## src/rtl/dram_fr_fcfs_scheduler_defines.svh

```systemverilog
// ----------------------------------------------------------------------------
// DRAM FR-FCFS scheduler assertion macros
// Shared concurrent assertion forms, clocked on clk and disabled in reset.
// ----------------------------------------------------------------------------
`ifndef DRAM_FR_FCFS_SCHEDULER_DEFINES_SVH
`define DRAM_FR_FCFS_SCHEDULER_DEFINES_SVH

// Condition that must hold at every clock edge.
`define DFS_ASSERT_ALWAYS(lbl, cond, msg) \
	lbl: assert property (@(posedge clk) disable iff (!arst_n) (cond)) else $error(msg);

// Consequence that must hold in the cycle after the antecedent.
`define DFS_ASSERT_NEXT(lbl, ante, cons, msg) \
	lbl: assert property (@(posedge clk) disable iff (!arst_n) (ante) |=> (cons)) else $error(msg);

`endif

```

## src/rtl/dfs_pkg.sv

```systemverilog
// ----------------------------------------------------------------------------
// DRAM FR-FCFS scheduler package
// Shared constants, codes, types and interval helper.
// ----------------------------------------------------------------------------
`timescale 1ns / 1ps

package dfs_pkg;

	localparam int BANK_COUNT      = 8;
	localparam int BANK_W          = 3;
	localparam int ROW_W           = 19;
	localparam int BANK_LSB        = 5;
	localparam int ROW_LSB         = 13;
	localparam int ADDR_W          = 32;
	localparam int CYC_W           = 32;
	localparam int TAG_W           = 4;
	localparam int BUSY_W          = 10;
	localparam int CMDC_W          = 8;
	localparam int XFER_W          = 10;
	localparam int RET_W           = 10;
	localparam int BMUL_W          = BUSY_W + 2;
	localparam int CFG_IDX_W       = 2;
	localparam int CFG_DATA_W      = 10;
	localparam int OCC_W           = 5;
	localparam int DEF_QUEUE_DEPTH = 16;

	localparam logic [BUSY_W-1:0] RST_BANK_BUSY = BUSY_W'(100);
	localparam logic [CMDC_W-1:0] RST_CMD_CYC   = CMDC_W'(4);
	localparam logic [XFER_W-1:0] RST_XFER_CYC  = XFER_W'(50);
	localparam logic [RET_W-1:0]  RST_RET_LAT   = RET_W'(20);

	typedef enum logic [CFG_IDX_W-1:0] {
		REG_BANK_BUSY = 2'd0,
		REG_CMD_CYC   = 2'd1,
		REG_XFER_CYC  = 2'd2,
		REG_RET_LAT   = 2'd3
	} cfg_reg_t;

	typedef enum logic [1:0] {
		ROW_HIT      = 2'd0,
		ROW_MISS     = 2'd1,
		ROW_CONFLICT = 2'd2
	} row_status_t;

	typedef enum logic [2:0] {
		ST_IDLE,
		ST_MUL,
		ST_IVL,
		ST_BANK,
		ST_SCAN,
		ST_DRAIN,
		ST_FIN
	} dfs_state_t;

	// Commands from the controller to the datapath.
	typedef struct packed {
		logic              accept;
		logic              prep_mul;
		logic              prep_ivl;
		logic              bank_en;
		logic [BANK_W-1:0] bank_sel;
		logic              scan_rd;
		logic              finish;
	} dfs_cmd_t;

	typedef struct packed {
		logic [ADDR_W-1:0] addr;
		logic [CYC_W-1:0]  arrival;
		logic              from_mem;
		logic [TAG_W-1:0]  tag;
	} dfs_slot_t;

	// Two closed intervals do not overlap, by unsigned compare of the ends without wrap.
	function automatic logic disjoint(input logic [CYC_W-1:0] s0, input logic [CYC_W-1:0] e0,
		input logic [CYC_W-1:0] s1, input logic [CYC_W-1:0] e1);
		return (e0 < s1) || (s0 > e1);
	endfunction

endpackage

```

## src/rtl/dram_fr_fcfs_scheduler.sv

```systemverilog
// Sequence: an enqueue-only item goes from transfer straight to the issue step; a tick
// item passes precompute, bank pass, slot scan, drain and issue steps before its result.
// Throughput: the next item is taken in the cycle its predecessor's result is shown.
// Tick length comes from the serial pass over the eight banks and the one-slot-per-cycle
// scan through the queue memory read port. Results cannot be stalled by the receiver.
// Reset: queue empty, all banks closed, registers at their default values; no sweep.
// ----------------------------------------------------------------------------
// DRAM FR-FCFS scheduler top level
// Joins the sequencing controller and the queue and bank datapath.
// ----------------------------------------------------------------------------
`timescale 1ns / 1ps

module dram_fr_fcfs_scheduler import dfs_pkg::*; #(
	parameter int QUEUE_DEPTH = DEF_QUEUE_DEPTH
) (
	input  logic                  clk,
	input  logic                  arst_n,
	input  logic                  cfg_we,
	input  logic [CFG_IDX_W-1:0]  cfg_addr,
	input  logic [CFG_DATA_W-1:0] cfg_wdata,
	input  logic                  start,
	output logic                  busy,
	input  logic                  req_type,
	input  logic [CYC_W-1:0]      cycle_now,
	input  logic                  new_valid,
	input  logic [ADDR_W-1:0]     new_address,
	input  logic                  new_from_mem,
	input  logic [TAG_W-1:0]      new_tag,
	output logic                  done,
	output logic                  issued,
	output logic [TAG_W-1:0]      issued_tag,
	output logic [BANK_W-1:0]     issued_bank,
	output logic [1:0]            row_status,
	output logic [CYC_W-1:0]      fill_cycle,
	output logic                  enqueue_dropped,
	output logic [OCC_W-1:0]      occupancy
);

	localparam int IDX_W = $clog2(QUEUE_DEPTH);

	dfs_cmd_t         cmd;
	logic [IDX_W-1:0] scan_idx;

	// Sequencer.
	dfs_ctrl #(
		.QUEUE_DEPTH(QUEUE_DEPTH),
		.IDX_W      (IDX_W)
	) u_ctrl (
		.clk     (clk),
		.arst_n  (arst_n),
		.start   (start),
		.req_type(req_type),
		.busy    (busy),
		.cmd     (cmd),
		.scan_idx(scan_idx)
	);

	// Queue, bank state and pick logic.
	dfs_datapath #(
		.QUEUE_DEPTH(QUEUE_DEPTH),
		.IDX_W      (IDX_W)
	) u_datapath (
		.clk            (clk),
		.arst_n         (arst_n),
		.cfg_we         (cfg_we),
		.cfg_addr       (cfg_addr),
		.cfg_wdata      (cfg_wdata),
		.cmd            (cmd),
		.scan_idx       (scan_idx),
		.cycle_now      (cycle_now),
		.new_valid      (new_valid),
		.new_address    (new_address),
		.new_from_mem   (new_from_mem),
		.new_tag        (new_tag),
		.done           (done),
		.issued         (issued),
		.issued_tag     (issued_tag),
		.issued_bank    (issued_bank),
		.row_status     (row_status),
		.fill_cycle     (fill_cycle),
		.enqueue_dropped(enqueue_dropped),
		.occupancy      (occupancy)
	);

endmodule

```

## src/rtl/dfs_ctrl.sv

```systemverilog
// ----------------------------------------------------------------------------
// DRAM FR-FCFS scheduler controller
// Sequences enqueue, resource precompute, bank pass, slot scan and issue.
// ----------------------------------------------------------------------------
`timescale 1ns / 1ps
`include "dram_fr_fcfs_scheduler_defines.svh"

module dfs_ctrl import dfs_pkg::*; #(
	parameter int QUEUE_DEPTH = DEF_QUEUE_DEPTH,
	parameter int IDX_W       = $clog2(QUEUE_DEPTH)
) (
	input  logic             clk,
	input  logic             arst_n,
	input  logic             start,
	input  logic             req_type,
	output logic             busy,
	output dfs_cmd_t         cmd,
	output logic [IDX_W-1:0] scan_idx
);

	dfs_state_t        state_q, state_d;
	logic [BANK_W-1:0] bank_cnt_q;
	logic [IDX_W-1:0]  scan_cnt_q;

	// State register and step counters.
	always_ff @(posedge clk or negedge arst_n) begin
		if (!arst_n) begin
			state_q    <= ST_IDLE;
			bank_cnt_q <= '0;
			scan_cnt_q <= '0;
		end else begin
			state_q    <= state_d;
			bank_cnt_q <= (state_q == ST_BANK) ? bank_cnt_q + BANK_W'(1) : '0;
			scan_cnt_q <= (state_q == ST_SCAN) ? scan_cnt_q + IDX_W'(1) : '0;
		end
	end

	// Next state and datapath commands.
	always_comb begin
		state_d      = state_q;
		cmd          = '0;
		cmd.bank_sel = bank_cnt_q;
		unique case (state_q)
			ST_IDLE: begin
				if (start) begin
					cmd.accept = 1'b1;
					state_d    = req_type ? ST_MUL : ST_FIN;
				end
			end
			ST_MUL: begin
				cmd.prep_mul = 1'b1;
				state_d      = ST_IVL;
			end
			ST_IVL: begin
				cmd.prep_ivl = 1'b1;
				state_d      = ST_BANK;
			end
			ST_BANK: begin
				cmd.bank_en = 1'b1;
				if (bank_cnt_q == BANK_W'(BANK_COUNT - 1)) state_d = ST_SCAN;
			end
			ST_SCAN: begin
				cmd.scan_rd = 1'b1;
				if (scan_cnt_q == IDX_W'(QUEUE_DEPTH - 1)) state_d = ST_DRAIN;
			end
			ST_DRAIN: begin
				state_d = ST_FIN;
			end
			ST_FIN: begin
				cmd.finish = 1'b1;
				state_d    = ST_IDLE;
			end
			default: begin
				state_d = ST_IDLE;
			end
		endcase
	end

	assign busy     = (state_q != ST_IDLE);
	assign scan_idx = scan_cnt_q;

	`DFS_ASSERT_NEXT(a_fin_to_idle, cmd.finish, !busy, "issue step not followed by idle")
	`DFS_ASSERT_NEXT(a_accept_busy, cmd.accept, busy, "accepted item did not make the block busy")

endmodule

```

## src/rtl/dfs_datapath.sv

```systemverilog
// ----------------------------------------------------------------------------
// DRAM FR-FCFS scheduler datapath
// Request queue, bank state, conflict precompute, FR-FCFS pick and issue.
// ----------------------------------------------------------------------------
`timescale 1ns / 1ps
`include "dram_fr_fcfs_scheduler_defines.svh"

module dfs_datapath import dfs_pkg::*; #(
	parameter int QUEUE_DEPTH = DEF_QUEUE_DEPTH,
	parameter int IDX_W       = $clog2(QUEUE_DEPTH),
	parameter int CNT_W       = $clog2(QUEUE_DEPTH + 1)
) (
	input  logic                  clk,
	input  logic                  arst_n,
	input  logic                  cfg_we,
	input  logic [CFG_IDX_W-1:0]  cfg_addr,
	input  logic [CFG_DATA_W-1:0] cfg_wdata,
	input  dfs_cmd_t              cmd,
	input  logic [IDX_W-1:0]      scan_idx,
	input  logic [CYC_W-1:0]      cycle_now,
	input  logic                  new_valid,
	input  logic [ADDR_W-1:0]     new_address,
	input  logic                  new_from_mem,
	input  logic [TAG_W-1:0]      new_tag,
	output logic                  done,
	output logic                  issued,
	output logic [TAG_W-1:0]      issued_tag,
	output logic [BANK_W-1:0]     issued_bank,
	output logic [1:0]            row_status,
	output logic [CYC_W-1:0]      fill_cycle,
	output logic                  enqueue_dropped,
	output logic [OCC_W-1:0]      occupancy
);

	// Configuration registers.
	logic [BUSY_W-1:0] busy_cyc_q;
	logic [CMDC_W-1:0] cmd_cyc_q;
	logic [XFER_W-1:0] xfer_cyc_q;
	logic [RET_W-1:0]  ret_lat_q;

	// Queue state.
	logic [QUEUE_DEPTH-1:0] valid_q;
	logic [CNT_W-1:0]       count_q;
	dfs_slot_t              slot_mem [QUEUE_DEPTH];
	dfs_slot_t              rd_q;
	logic [IDX_W-1:0]       idx_s1;
	logic                   eval_s1;
	logic [CYC_W-1:0]       now_q;
	logic                   free_found;
	logic [IDX_W-1:0]       free_idx;

	// Bank state.
	logic              bk_open_q  [BANK_COUNT];
	logic [ROW_W-1:0]  bk_row_q   [BANK_COUNT];
	logic [CYC_W-1:0]  bk_start_q [BANK_COUNT];
	logic [1:0]        bk_cnt_q   [BANK_COUNT];

	// Precomputed intervals and conflict flags.
	logic [BMUL_W-1:0] bmul_q [0:3];
	logic [CYC_W-1:0]  cs_q [0:2];
	logic [CYC_W-1:0]  ce_q [0:2];
	logic [CYC_W-1:0]  ds_q [1:3];
	logic [CYC_W-1:0]  de_q [1:3];
	logic [2:0]        cmd_conf_q;
	logic [3:1]        data_conf_q;
	logic [3:1]        self_conf_q [BANK_COUNT];
	logic [2:0]        cmd_hit;
	logic [3:1]        data_hit;
	logic [3:1]        self_hit;

	// Best candidate so far.
	logic              best_v_q;
	logic              best_hit_q;
	logic [CYC_W-1:0]  best_arr_q;
	logic              best_mem_q;
	logic [IDX_W-1:0]  best_idx_q;
	logic [TAG_W-1:0]  best_tag_q;
	logic [BANK_W-1:0] best_bank_q;
	logic [ROW_W-1:0]  best_row_q;
	row_status_t       best_rs_q;

	// Result registers.
	logic              done_q;
	logic              issued_q;
	logic [TAG_W-1:0]  issued_tag_q;
	logic [BANK_W-1:0] issued_bank_q;
	logic [1:0]        row_status_q;
	logic [CYC_W-1:0]  fill_q;
	logic              drop_q;

	// Candidate evaluation signals.
	logic [BANK_W-1:0] ev_bank;
	logic [ROW_W-1:0]  ev_row;
	row_status_t       ev_rs;
	logic [1:0]        ev_n;
	logic              ev_hit;
	logic              ev_ok;
	logic              ev_cand;
	logic              ev_take;
	logic [1:0]        fin_n;

	// Lowest free slot.
	always_comb begin
		free_found = 1'b0;
		free_idx   = '0;
		for (int i = QUEUE_DEPTH - 1; i >= 0; i--) begin
			if (!valid_q[i]) begin
				free_found = 1'b1;
				free_idx   = IDX_W'(i);
			end
		end
	end

	// Slot payload memory: one write port at transfer, one registered read port for the scan.
	always_ff @(posedge clk) begin
		if (cmd.accept && new_valid && free_found) begin
			slot_mem[free_idx] <= '{addr: new_address, arrival: cycle_now,
				from_mem: new_from_mem, tag: new_tag};
		end
		if (cmd.scan_rd) rd_q <= slot_mem[scan_idx];
	end

	// Conflicts of one bank's recorded run against the candidate intervals.
	always_comb begin
		logic [BANK_W-1:0] u;
		logic [CYC_W-1:0]  st, ss, se, ts, te;
		u        = cmd.bank_sel;
		st       = bk_start_q[u];
		cmd_hit  = '0;
		data_hit = '0;
		self_hit = '0;
		for (int j = 0; j < 3; j++) begin
			ss = st + CYC_W'(bmul_q[j]);
			se = ss + CYC_W'(cmd_cyc_q) - CYC_W'(1);
			for (int k = 0; k < 3; k++) begin
				if (bk_open_q[u] && (2'(j) < bk_cnt_q[u]) &&
					!disjoint(cs_q[k], ce_q[k], ss, se)) cmd_hit[k] = 1'b1;
			end
		end
		ts = st + CYC_W'(bmul_q[bk_cnt_q[u]]);
		te = ts + CYC_W'(xfer_cyc_q) - CYC_W'(1);
		for (int n = 1; n <= 3; n++) begin
			data_hit[n] = bk_open_q[u] && !disjoint(ds_q[n], de_q[n], ts, te);
			self_hit[n] = bk_open_q[u] &&
				!disjoint(now_q, ds_q[n] - CYC_W'(1), st, ts - CYC_W'(1));
		end
	end

	// Scan candidate: row state, resource check and FR-FCFS order.
	always_comb begin
		ev_bank = rd_q.addr[BANK_LSB +: BANK_W];
		ev_row  = rd_q.addr[ROW_LSB +: ROW_W];
		if (!bk_open_q[ev_bank]) ev_rs = ROW_MISS;
		else if (bk_row_q[ev_bank] == ev_row) ev_rs = ROW_HIT;
		else ev_rs = ROW_CONFLICT;
		ev_n    = 2'(ev_rs) + 2'd1;
		ev_hit  = (ev_rs == ROW_HIT);
		ev_ok   = !(cmd_conf_q[0] || (ev_n >= 2'd2 && cmd_conf_q[1]) ||
			(ev_n == 2'd3 && cmd_conf_q[2]) || data_conf_q[ev_n] ||
			self_conf_q[ev_bank][ev_n]);
		ev_cand = eval_s1 && valid_q[idx_s1] && !(now_q < rd_q.arrival) && ev_ok;
		ev_take = ev_cand && (!best_v_q || (ev_hit && !best_hit_q) ||
			((ev_hit == best_hit_q) && ((rd_q.arrival < best_arr_q) ||
			((rd_q.arrival == best_arr_q) && rd_q.from_mem && !best_mem_q))));
		fin_n   = 2'(best_rs_q) + 2'd1;
	end

	// Configuration writes.
	always_ff @(posedge clk or negedge arst_n) begin
		if (!arst_n) begin
			busy_cyc_q <= RST_BANK_BUSY;
			cmd_cyc_q  <= RST_CMD_CYC;
			xfer_cyc_q <= RST_XFER_CYC;
			ret_lat_q  <= RST_RET_LAT;
		end else if (cfg_we) begin
			unique case (cfg_reg_t'(cfg_addr))
				REG_BANK_BUSY: busy_cyc_q <= cfg_wdata[BUSY_W-1:0];
				REG_CMD_CYC:   cmd_cyc_q  <= cfg_wdata[CMDC_W-1:0];
				REG_XFER_CYC:  xfer_cyc_q <= cfg_wdata[XFER_W-1:0];
				REG_RET_LAT:   ret_lat_q  <= cfg_wdata[RET_W-1:0];
				default: begin
				end
			endcase
		end
	end

	// Queue control, bank state, pick and issue.
	always_ff @(posedge clk or negedge arst_n) begin
		if (!arst_n) begin
			valid_q     <= '0;
			count_q     <= '0;
			eval_s1     <= 1'b0;
			best_v_q    <= 1'b0;
			done_q      <= 1'b0;
			issued_q    <= 1'b0;
			drop_q      <= 1'b0;
			cmd_conf_q  <= '0;
			data_conf_q <= '0;
			for (int b = 0; b < BANK_COUNT; b++) begin
				bk_open_q[b]   <= 1'b0;
				bk_row_q[b]    <= '0;
				bk_start_q[b]  <= '0;
				bk_cnt_q[b]    <= '0;
				self_conf_q[b] <= '0;
			end
		end else begin
			eval_s1 <= cmd.scan_rd;
			idx_s1  <= scan_idx;
			done_q  <= cmd.finish;

			// Transfer of an item: enqueue its miss and start a fresh pick.
			if (cmd.accept) begin
				now_q    <= cycle_now;
				best_v_q <= 1'b0;
				drop_q   <= new_valid && !free_found;
				if (new_valid && free_found) begin
					valid_q[free_idx] <= 1'b1;
					count_q           <= count_q + CNT_W'(1);
				end
			end

			// Multiples of the bank busy time.
			if (cmd.prep_mul) begin
				bmul_q[0]   <= '0;
				bmul_q[1]   <= BMUL_W'(busy_cyc_q);
				bmul_q[2]   <= BMUL_W'(busy_cyc_q) << 1;
				bmul_q[3]   <= BMUL_W'(busy_cyc_q) + (BMUL_W'(busy_cyc_q) << 1);
				cmd_conf_q  <= '0;
				data_conf_q <= '0;
			end

			// Candidate command and transfer intervals.
			if (cmd.prep_ivl) begin
				for (int k = 0; k < 3; k++) begin
					cs_q[k] <= now_q + CYC_W'(bmul_q[k]);
					ce_q[k] <= now_q + CYC_W'(bmul_q[k]) + CYC_W'(cmd_cyc_q) - CYC_W'(1);
				end
				for (int n = 1; n <= 3; n++) begin
					ds_q[n] <= now_q + CYC_W'(bmul_q[n]);
					de_q[n] <= now_q + CYC_W'(bmul_q[n]) + CYC_W'(xfer_cyc_q) - CYC_W'(1);
				end
			end

			// One bank per cycle.
			if (cmd.bank_en) begin
				cmd_conf_q                <= cmd_conf_q | cmd_hit;
				data_conf_q               <= data_conf_q | data_hit;
				self_conf_q[cmd.bank_sel] <= self_hit;
			end

			// One slot per cycle.
			if (ev_take) begin
				best_v_q    <= 1'b1;
				best_hit_q  <= ev_hit;
				best_arr_q  <= rd_q.arrival;
				best_mem_q  <= rd_q.from_mem;
				best_idx_q  <= idx_s1;
				best_tag_q  <= rd_q.tag;
				best_bank_q <= ev_bank;
				best_row_q  <= ev_row;
				best_rs_q   <= ev_rs;
			end

			// Issue the pick and form the result.
			if (cmd.finish) begin
				issued_q <= best_v_q;
				if (best_v_q) begin
					valid_q[best_idx_q]     <= 1'b0;
					count_q                 <= count_q - CNT_W'(1);
					bk_open_q[best_bank_q]  <= 1'b1;
					bk_row_q[best_bank_q]   <= best_row_q;
					bk_start_q[best_bank_q] <= now_q;
					bk_cnt_q[best_bank_q]   <= fin_n;
					issued_tag_q            <= best_tag_q;
					issued_bank_q           <= best_bank_q;
					row_status_q            <= 2'(best_rs_q);
					fill_q                  <= ds_q[fin_n] + CYC_W'(xfer_cyc_q) +
						CYC_W'(ret_lat_q);
				end else begin
					issued_tag_q  <= '0;
					issued_bank_q <= '0;
					row_status_q  <= '0;
					fill_q        <= '0;
				end
			end
		end
	end

	assign done            = done_q;
	assign issued          = issued_q;
	assign issued_tag      = issued_tag_q;
	assign issued_bank     = issued_bank_q;
	assign row_status      = row_status_q;
	assign fill_cycle      = fill_q;
	assign enqueue_dropped = drop_q;
	assign occupancy       = OCC_W'(count_q);

	`DFS_ASSERT_ALWAYS(a_count_bound, count_q <= CNT_W'(QUEUE_DEPTH), "queue count above depth")
	`DFS_ASSERT_ALWAYS(a_best_live, !best_v_q || issued_q || valid_q[best_idx_q], "pick not valid")

endmodule

```

## config.mk

```make
export PLATFORM = sky130hd
export DESIGN_NAME = dram_fr_fcfs_scheduler
export DESIGN_NICKNAME = d
export VERILOG_FILES = /design/src/rtl/dfs_pkg.sv /design/src/rtl/dram_fr_fcfs_scheduler.sv /design/src/rtl/dfs_ctrl.sv /design/src/rtl/dfs_datapath.sv
export VERILOG_INCLUDE_DIRS = /design/src /design/src/rtl
export SDC_FILE = /design/constraint.sdc
export NUM_CORES = 2
export LEC_CHECK = 0
export BUFFER_PORTS_ARGS = -buffer_cell sky130_fd_sc_hd__buf_4
export CAP_MARGIN = 20
export CORE_ASPECT_RATIO = 0.6
export CORE_UTILIZATION = 58
export CTS_CLUSTER_DIAMETER = 100
export DETAILED_ROUTE_END_ITERATION = 12
export GPL_TIMING_DRIVEN = 0
export PLACE_DENSITY = 0.75
export SYNTH_ARGS = -nofsm -noshare
export SYNTH_HDL_FRONTEND = slang
export SYNTH_HIERARCHICAL = 1
export SYNTH_SLANG_ARGS = --single-unit
```

## constraint.sdc

```tcl
create_clock -name clk -period 11.8 [get_ports clk]
set_input_delay 0.59 -clock clk [delete_from_list [all_inputs] [get_ports clk]]
set_output_delay 0.59 -clock clk [all_outputs]
set_load 0.03 [all_outputs]
```

* Word level (Yosys, flattened, before mapping) *
Memories as Yosys holds them, arrays and structs flattened. A register that Yosys moved wholly into a read port is not among the register bits.
Cells that the tools add are included.

word-level totals
  flip-flop bits (word level) = 679
  bits in writable memories = 1536
  output and inout port bits = 50
  word-level logic and storage cells = 403
  memories = 6

memories
  name                 words  width  read ports  clocked after memory_dff  write ports  RTL line            source
  u_datapath.slot_mem  16     69     1           1                         1            dfs_datapath.sv:44  dfs_slot_t slot_mem [QUEUE_DEPTH];
  u_datapath.ce_q      3      32     3           0                         3            dfs_datapath.sv:61  logic [CYC_W-1:0] ce_q [0:2];
  u_datapath.cs_q      3      32     3           0                         3            dfs_datapath.sv:60  logic [CYC_W-1:0] cs_q [0:2];
  u_datapath.de_q      3      32     3           0                         3            dfs_datapath.sv:63  logic [CYC_W-1:0] de_q [1:3];
  u_datapath.ds_q      3      32     4           0                         3            dfs_datapath.sv:62  logic [CYC_W-1:0] ds_q [1:3];
  u_datapath.bmul_q    4      12     5           0                         4            dfs_datapath.sv:59  logic [BMUL_W-1:0] bmul_q [0:3];

cells by class
  $add $sub $neg = 41
  order comparisons = 45
  equal/unequal tests = 18
  muxes and demuxes = 118
  bitwise logic cells = 9
  reductions and logical operators = 96

operator list
  cell                                                                   number
  32-bit less-than comparator                                            17
  32-bit by 1-bit subtractor with 32-bit output (second input constant)  14
  32-bit greater-than comparator                                         13
  32-bit by 12-bit adder with 32-bit output                              8
  256-bit bitwise mux                                                    1
  32-bit by 10-bit adder with 32-bit output                              6
  32-bit by 8-bit adder with 32-bit output                               6
  152-bit bitwise mux                                                    1
  32-bit binary-select mux with 3-bit select                             1
  32-bit demux with 3-bit select                                         1
  32-bit two-way mux                                                     3
  4-bit two-way mux                                                      17
  16-bit two-way mux                                                     4
  19-bit binary-select mux with 3-bit select                             1
  19-bit demux with 3-bit select                                         1
  19-bit two-way mux                                                     3
  1-bit two-way mux                                                      50
  1-bit logical AND                                                      38
  3-bit two-way mux                                                      11
  32-bit equality test                                                   1
  24-bit bitwise mux                                                     1
  1-bit logical OR                                                       22
  1-bit zero test                                                        21
  5-bit two-way mux                                                      4
  47 further kinds                                                       82

* Longest topological paths before layout *
  word-level depth = 26
  gate-level depth with buffers = 53

* Modules after synthesis *
Netlist, hierarchy kept.

modules (own cells, without submodules)
  module        instances  cells each  area each (µm²)  seq. area each (µm²)
  dfs_datapath  1          9772        120968.5         57706.6
  dfs_ctrl      1          52          535.5            250.2

* Worst setup path before layout *
No wires, ideal clock.

  path kind = reg-to-reg
  start = reg u_ctrl.bank_cnt_q[1]
  end = reg u_datapath.cmd_conf_q[2]
  library setup time = 119 ps
  arrival = 10014 ps
  required time = 11681 ps
  slack = 1667 ps
  cell stages (with the launch flop) = 47
  path buffers = 8
  clock period less this slack = 10133 ps
  path through = dfrtp_1 > buf_6 > buf_6 > buf_2 > buf_2 > buf_1 > clkbuf_1 > clkbuf_1 > buf_1 > mux4_2 > mux2i_1 > inv_1 > fa_1 > a21o_1 > a21oi_1 > o21bai_1 > a21oi_1 > o21bai_1 > [11 not listed] > nand4b_1 > a21oi_1 > a31oi_1 > o21ai_0 > a21oi_1 > o21ai_0 > o41ai_1 > xor2_1 > ha_1 > nand4_1 > nor4_1 > nand2_1 > o311ai_0 > o41ai_1 > a311o_1 > a31oi_1 > o21ai_0 > o21a_1

between the ends
  cells in the longest elaborated chain, start to end = 16
  elaborated cells between the ends (all ways) = 45
  those cells by class = add/sub: 9; order compare: 9; mux: 13; bitwise: 2; reduce/logical: 12

RTL lines
  item                                                    RTL line                                  source
  start: declaration                                      dfs_ctrl.sv:22                            logic [BANK_W-1:0] bank_cnt_q;
  start signal: assignment                                dfs_ctrl.sv:33                            bank_cnt_q <= (state_q == ST_BANK) ? bank_cnt_q + BANK_W'(1) : '0;
  3-bit NOT with 4-bit output (implied by the code) (*)   dfs_datapath.sv:128, dfs_datapath.sv:136
  32-bit binary-select mux with 3-bit select              dfs_datapath.sv:128                       st = bk_start_q[u];
  32-bit two-way mux (implied by the code) (2 in series)  dfs_datapath.sv:128
  32-bit by 12-bit adder with 32-bit output               dfs_datapath.sv:133                       ss = st + CYC_W'(bmul_q[j]);
  32-bit by 8-bit adder with 32-bit output                dfs_datapath.sv:134                       se = ss + CYC_W'(cmd_cyc_q) - CYC_W'(1);
  32-bit by 1-bit subtractor with 32-bit output           dfs_datapath.sv:134
  32-bit greater-than comparator                          dfs_pkg.sv:76                             return (e0 < s1) || (s0 > e1);
  1-bit logical OR                                        dfs_pkg.sv:76
  1-bit zero test                                         dfs_datapath.sv:137                       !disjoint(cs_q[k], ce_q[k], ss, se)) cmd_hit[k] = 1'b1;
  1-bit logical AND                                       dfs_datapath.sv:136                       if (bk_open_q[u] && (2'(j) < bk_cnt_q[u]) &&
  1-bit two-way mux (2 in series)                         dfs_datapath.sv:136
  1-bit two-way mux (*)                                   dfs_datapath.sv:136
  3-bit OR (*)                                            dfs_datapath.sv:246                       cmd_conf_q <= cmd_conf_q | cmd_hit;
  3-bit two-way mux (*)                                   dfs_datapath.sv:245                       if (cmd.bank_en) begin
  end signal: assignment                                  dfs_datapath.sv:246
  end: declaration                                        dfs_datapath.sv:64                        logic [2:0] cmd_conf_q;

Mark *: on every way between the ends. The rest lies on a longest branch, timed or not. The select of a mux whose other input is x is not followed.
A chain may end at the register's enable or synchronous reset.

* Worst setup path after layout *
  start = reg u_ctrl.bank_cnt_q[2]
  end = reg u_datapath/data_conf_q[3] (netlist bit)

between the ends
  cells in the longest elaborated chain, start to end = 14
  elaborated cells between the ends (all ways) = 21
  those cells by class = add/sub: 3; order compare: 2; mux: 10; bitwise: 2; reduce/logical: 3; memory: 1

RTL lines
  item                                                   RTL line                                                       source
  3-bit NOT with 4-bit output (implied by the code) (*)  dfs_datapath.sv:128, dfs_datapath.sv:140, dfs_datapath.sv:143
  2-bit binary-select mux with 3-bit select              dfs_datapath.sv:140                                            ts = st + CYC_W'(bmul_q[bk_cnt_q[u]]);
  2-bit two-way mux (implied by the code) (2 in series)  dfs_datapath.sv:140
  memory 4 x 12 bit                                      --
  32-bit by 12-bit adder with 32-bit output              dfs_datapath.sv:140
  32-bit by 10-bit adder with 32-bit output              dfs_datapath.sv:141                                            te = ts + CYC_W'(xfer_cyc_q) - CYC_W'(1);
  32-bit by 1-bit subtractor with 32-bit output          dfs_datapath.sv:141
  32-bit greater-than comparator                         dfs_pkg.sv:76
  1-bit logical OR                                       dfs_pkg.sv:76
  1-bit zero test                                        dfs_datapath.sv:143                                            data_hit[n] = bk_open_q[u] && !disjoint(ds_q[n], de_q[n], ts, te);
  1-bit logical AND (*)                                  dfs_datapath.sv:143
  3-bit OR (*)                                           dfs_datapath.sv:247                                            data_conf_q <= data_conf_q | data_hit;
  3-bit two-way mux (*)                                  dfs_datapath.sv:245
  end signal: assignment                                 dfs_datapath.sv:247
  end: declaration                                       dfs_datapath.sv:65                                             logic [3:1] data_conf_q;

Marks and branches as above.

==> insert_results.sql <==
INSERT INTO impl_metrics (metric_group, metric, value, unit) VALUES
('critical_path', 'setup.worst_path.start_class', 'flop', ''),
('global_routing', 'grt_pass1_wl', '654000', 'um'),
('floorplan', 'core.rowCount', '129', ''),
('timing', 'timing.final.hold_violations', '0', ''),
('placed_design', 'dpl_cell_area', '0.129', 'mm^2'),
('yosys', 'postSynth.topFlopCell', 'edfxtp_1', ''),
('global_routing', 'grt_pass1_vias', '84684', ''),
('floorplan', 'vertical_die_dimension', '357', 'um'),
('critical_path', 'critPathSlowestCell', 'a2111oi_1', ''),
('power_and_ir_drop', 'leakagePower', '55.4', 'nW'),
('timing', 'tightest_slew', '1.42', 'ns'),
('floorplan', 'floorplan.die.width', '593', 'um'),
('yosys', 'synthDistinctLibCells', '107', ''),
('global_routing', 'number_of_antenna_violations_at_the_first_check_in_global_routing', '33', ''),
('flow_run', 'max_cap_violations', '0', ''),
('final_layout', 'nFillCells', '14767', ''),
('run_status', 'outcome', 'finished, final reports clean', ''),
('placed_design', 'hpwl_after_detailed_placement', '358000', 'um'),
('critical_path', 'critical_path_class', 'reg -> reg', ''),
('critical_path', 'setup.reg_to_reg.worst_slack', '0.06', 'ns'),
('critical_path', 'largest_fanout_on_the_critical_path', '10', ''),
('worst_hold_path', 'launch_instance_of_the_worst_min_delay_path', 'cycle_now[25]', ''),
('yosys', 'synth_cells', '9824', ''),
('yosys', 'yosysWarnings', '6', ''),
('clock_tree', 'number_of_cts_inserted_buffers', '191', ''),
('clock_tree', 'clkSlewWorstSetupHoldPaths', '0.07', 'ns'),
('global_routing', 'tot_gr_track_use', '0.446', ''),
('timing', 'finalSetupViolCount', '0', ''),
('drt', 'routedWlPerCell', '36.4', 'um'),
('critical_path', 'worst-endpoint-required', '12.52', 'ns'),
('timing', 'clock_skew', '0.110', 'ns'),
('yosys', 'top_area_cell_type_share_of_the_netlist_area', '0.367', ''),
('critical_path', 'worstRegToRegCells', '35', ''),
('clock_tree', 'cts_tree', 'done', ''),
('drt', 'drt_wl_total', '485000', 'um'),
('yosys', 'yosys.cell_count.top_type', 'edfxtp_1', ''),
('worst_hold_path', 'min-delay-path-class', 'in -> reg', ''),
('clock_tree', 'cts_num_sinks', '2019', ''),
('drt', 'vias', '92751', ''),
('floorplan', 'floorplan.io_pins', '137', ''),
('global_routing', 'pin_count_of_the_biggest_net_entering_global_routing', '126', ''),
('drt', 'ant_nets', '0', ''),
('critical_path', 'r2r_startpoint', 'u_ctrl/bank_cnt_q[2]', ''),
('critical_path', 'worstReg2RegEnd', 'u_datapath/data_conf_q[3]', ''),
('yosys', 'synth_edf_count', '1483', ''),
('worst_hold_path', 'min_to', 'u_datapath/slot_mem[7][30]', ''),
('drt', 'drt_iter0_drc', '15902', ''),
('critical_path', 'cp_data_arrival_time', '12.47', 'ns'),
('timing', 'timing.final.crit_period', '11.74', 'ns'),
('drt', 'post_drt_via_cell_ratio', '6.97', ''),
('power_and_ir_drop', 'total_power', '28.0', 'mW'),
('yosys', 'synth_top_area_cells', 'edfxtp_1, ha_1, dfrtp_1', ''),
('clock_tree', 'cts_buffer_depth', '4', ''),
('clock_tree', 'cts_root_buf', 'clkbuf_16', ''),
('timing', 'finalCritPeriodShare', '0.995', ''),
('clock_tree', 'insertion_delay', '0.90', 'ns'),
('final_layout', 'layout.core_utilization', '0.658', ''),
('power_and_ir_drop', 'p_per_area', '205', 'mW/mm^2'),
('clock_tree', 'htreeDepth', '4', ''),
('yosys', 'postSynthRegisterBits', '2019', ''),
('final_layout', 'design_area', '0.136', 'mm^2'),
('critical_path', 'critical_path.endpoint_type', 'flop', ''),
('floorplan', 'starting_utilization_of_the_core_area', '0.587', ''),
('global_routing', 'gr-total-overflow', '0', ''),
('drt', 'drc_markers', '0', ''),
('drt', 'drt-pass1-iter-count', '7', ''),
('critical_path', 'critical-path-max-stage-delay', '0.86', 'ns'),
('final_layout', 'layout_cell_share_with_drive_strength_beyond_1', '0.153', ''),
('floorplan', 'coreArea', '0.207', 'mm^2'),
('yosys', 'yosys-top-cells-count', 'edfxtp_1, ha_1, inv_1', ''),
('placed_design', 'place.gp.congestion', '1.05', '');
## flip-flops by register name, indices dropped and copies added (netlist names), 21 cells and up
signal / flops
u_datapath/best_arr_q: 32
u_datapath/bk_row_q: 152
u_datapath/bk_start_q: 256
u_datapath/bmul_q: 21
u_datapath/ce_q: 95
u_datapath/cs_q: 94
u_datapath/de_q: 95
u_datapath/ds_q: 32
u_datapath/fill_cycle: 32
u_datapath/now_q: 32
u_datapath/rd_q: 37
u_datapath/self_conf_q: 24
u_datapath/slot_mem: 944
## placed cells by master (no fill, tap or decap), drive strengths merged, types with 27 or more instances in the layout
cell,synthesis,layout
a211oi,62,62
a21o,309,309
a21oi,608,608
a221oi,31,31
a22oi,34,34
a31oi,35,35
and2,72,72
and3,46,46
buf,63,383
clkbuf,225,464
clkinv,2,64
dfrtp,527,527
diode,0,27
dlygate4sd3,0,34
edfxtp,1483,1483
fa,28,28
ha,1396,1396
inv,674,686
mux2,430,430
mux2i,106,106
mux4,350,350
nand2,426,426
nand2b,133,133
nand3,129,129
nand4,209,209
nor2,383,383
nor2b,191,191
nor3,121,121
nor4,49,49
o211ai,32,32
o21a,96,96
o21ai,472,472
o21bai,89,89
or3,37,37
xnor2,451,451
xor2,187,187
## per-layer routing
| metal | vias to the layer above | GRT usage | part of all wire |
|---|---|---|---|
| met2 | 7711 | 0.560 | 0.37 |
| met3 | 1067 | 0.207 | 0.18 |
| met4 | 16 | 0.123 | 0.036 |
| li1 | 38057 | - | - |
| met1 | 45900 | 0.676 | 0.42 |
| met5 | - | 0.0161 | 0.0012 |
## layout make-up
type	count	area, um^2	share of cell area
multi-input combinational	6841	60400	0.444
sequential	2019	58000	0.425
clock buffer	241	5140	0.0377
timing repair buffer	357	4310	0.0316
tap	2751	3440	0.0253
inverter	676	2540	0.0186
buffer	283	1260	0.00923
clock inverter	105	1120	0.00821
antenna	27	67.6	0.000496
## stage by stage
stage | TNS [ns] | worst slack (ns) | hold slack, ns | instances
after global routing | -0.00276 | -0.00276 | 0.0107 | 13273
after CTS | 0 | 0.0278 | 0.000702 | 13226
final | 0 | 0.0583 | 0.0261 | 13300
after floorplan | 0 | 1.67 | 0.294 | 9824
after detailed placement | -79.35 | -3.76 | 0.419 | 12846
after global placement | -2218.78 | -6.62 | 0.404 | 12701
## critical path, delay by kind of cell, from the launching register on
| family | cells | cell delay [ns] |
|---|---|---|
| AOI/OAI and AO/OA | 12 | 3.95 |
| buffers and inverters | 7 | 2.76 |
| and+or+nand+nor | 11 | 2.42 |
| adders and majority gates | 3 | 1.01 |
| xor gates and xnor gates | 2 | 0.97 |
| DFF | 1 | 0.43 |
## logic make-up after synthesis
family	Yosys count	share of synthesized area
adders and majority gates	1436	0.149
xor gates and xnor gates	639	0.0467
muxes	886	0.113
and+or+nand+nor	1885	0.0793
buffers and inverters	964	0.0304
AOI/OAI and AO/OA	1995	0.104
DFF	2019	0.477
## worst max path at each step
stage / start / end / slack (ns) / cells past startpoint
2_1_floorplan: u_ctrl/bank_cnt_q[1] / u_datapath/cmd_conf_q[2] / 1.67 / 46
6_report: u_ctrl/bank_cnt_q[2] / u_datapath/data_conf_q[3] / 0.06 / 35
4_1_cts: u_ctrl/bank_cnt_q[1] / u_datapath/cmd_conf_q[2] / 0.03 / 49
3_5_place_dp: u_ctrl/bank_cnt_q[0] / u_datapath/cmd_conf_q[2] / -3.76 / 50
5_1_grt: u_ctrl/bank_cnt_q[1] / u_datapath/self_conf_q[22] / -0.003 / 39
3_3_place_gp: arst_n / u_datapath/ce_q[0][25] / -6.62 / 2
## where the power goes
part | switching, mW | internal (mW) | total [mW]
clock network | 2.95 | 3.56 | 6.51
logic | 8.31 | 4.66 | 13.0
registers | 0.447 | 8.03 | 8.48
total | 11.7 | 16.3 | 28.0
## repair_timing
item                                    CTS  global route
pin swaps                                 5             7
buffers inserted                          4             4
gates cloned                              0             0
endpoints found under the setup margin   30            30
hold buffers                             34             0
resized for setup                        62            62
endpoints found under the hold margin   418             0
(Power assumes the default switching activity.)
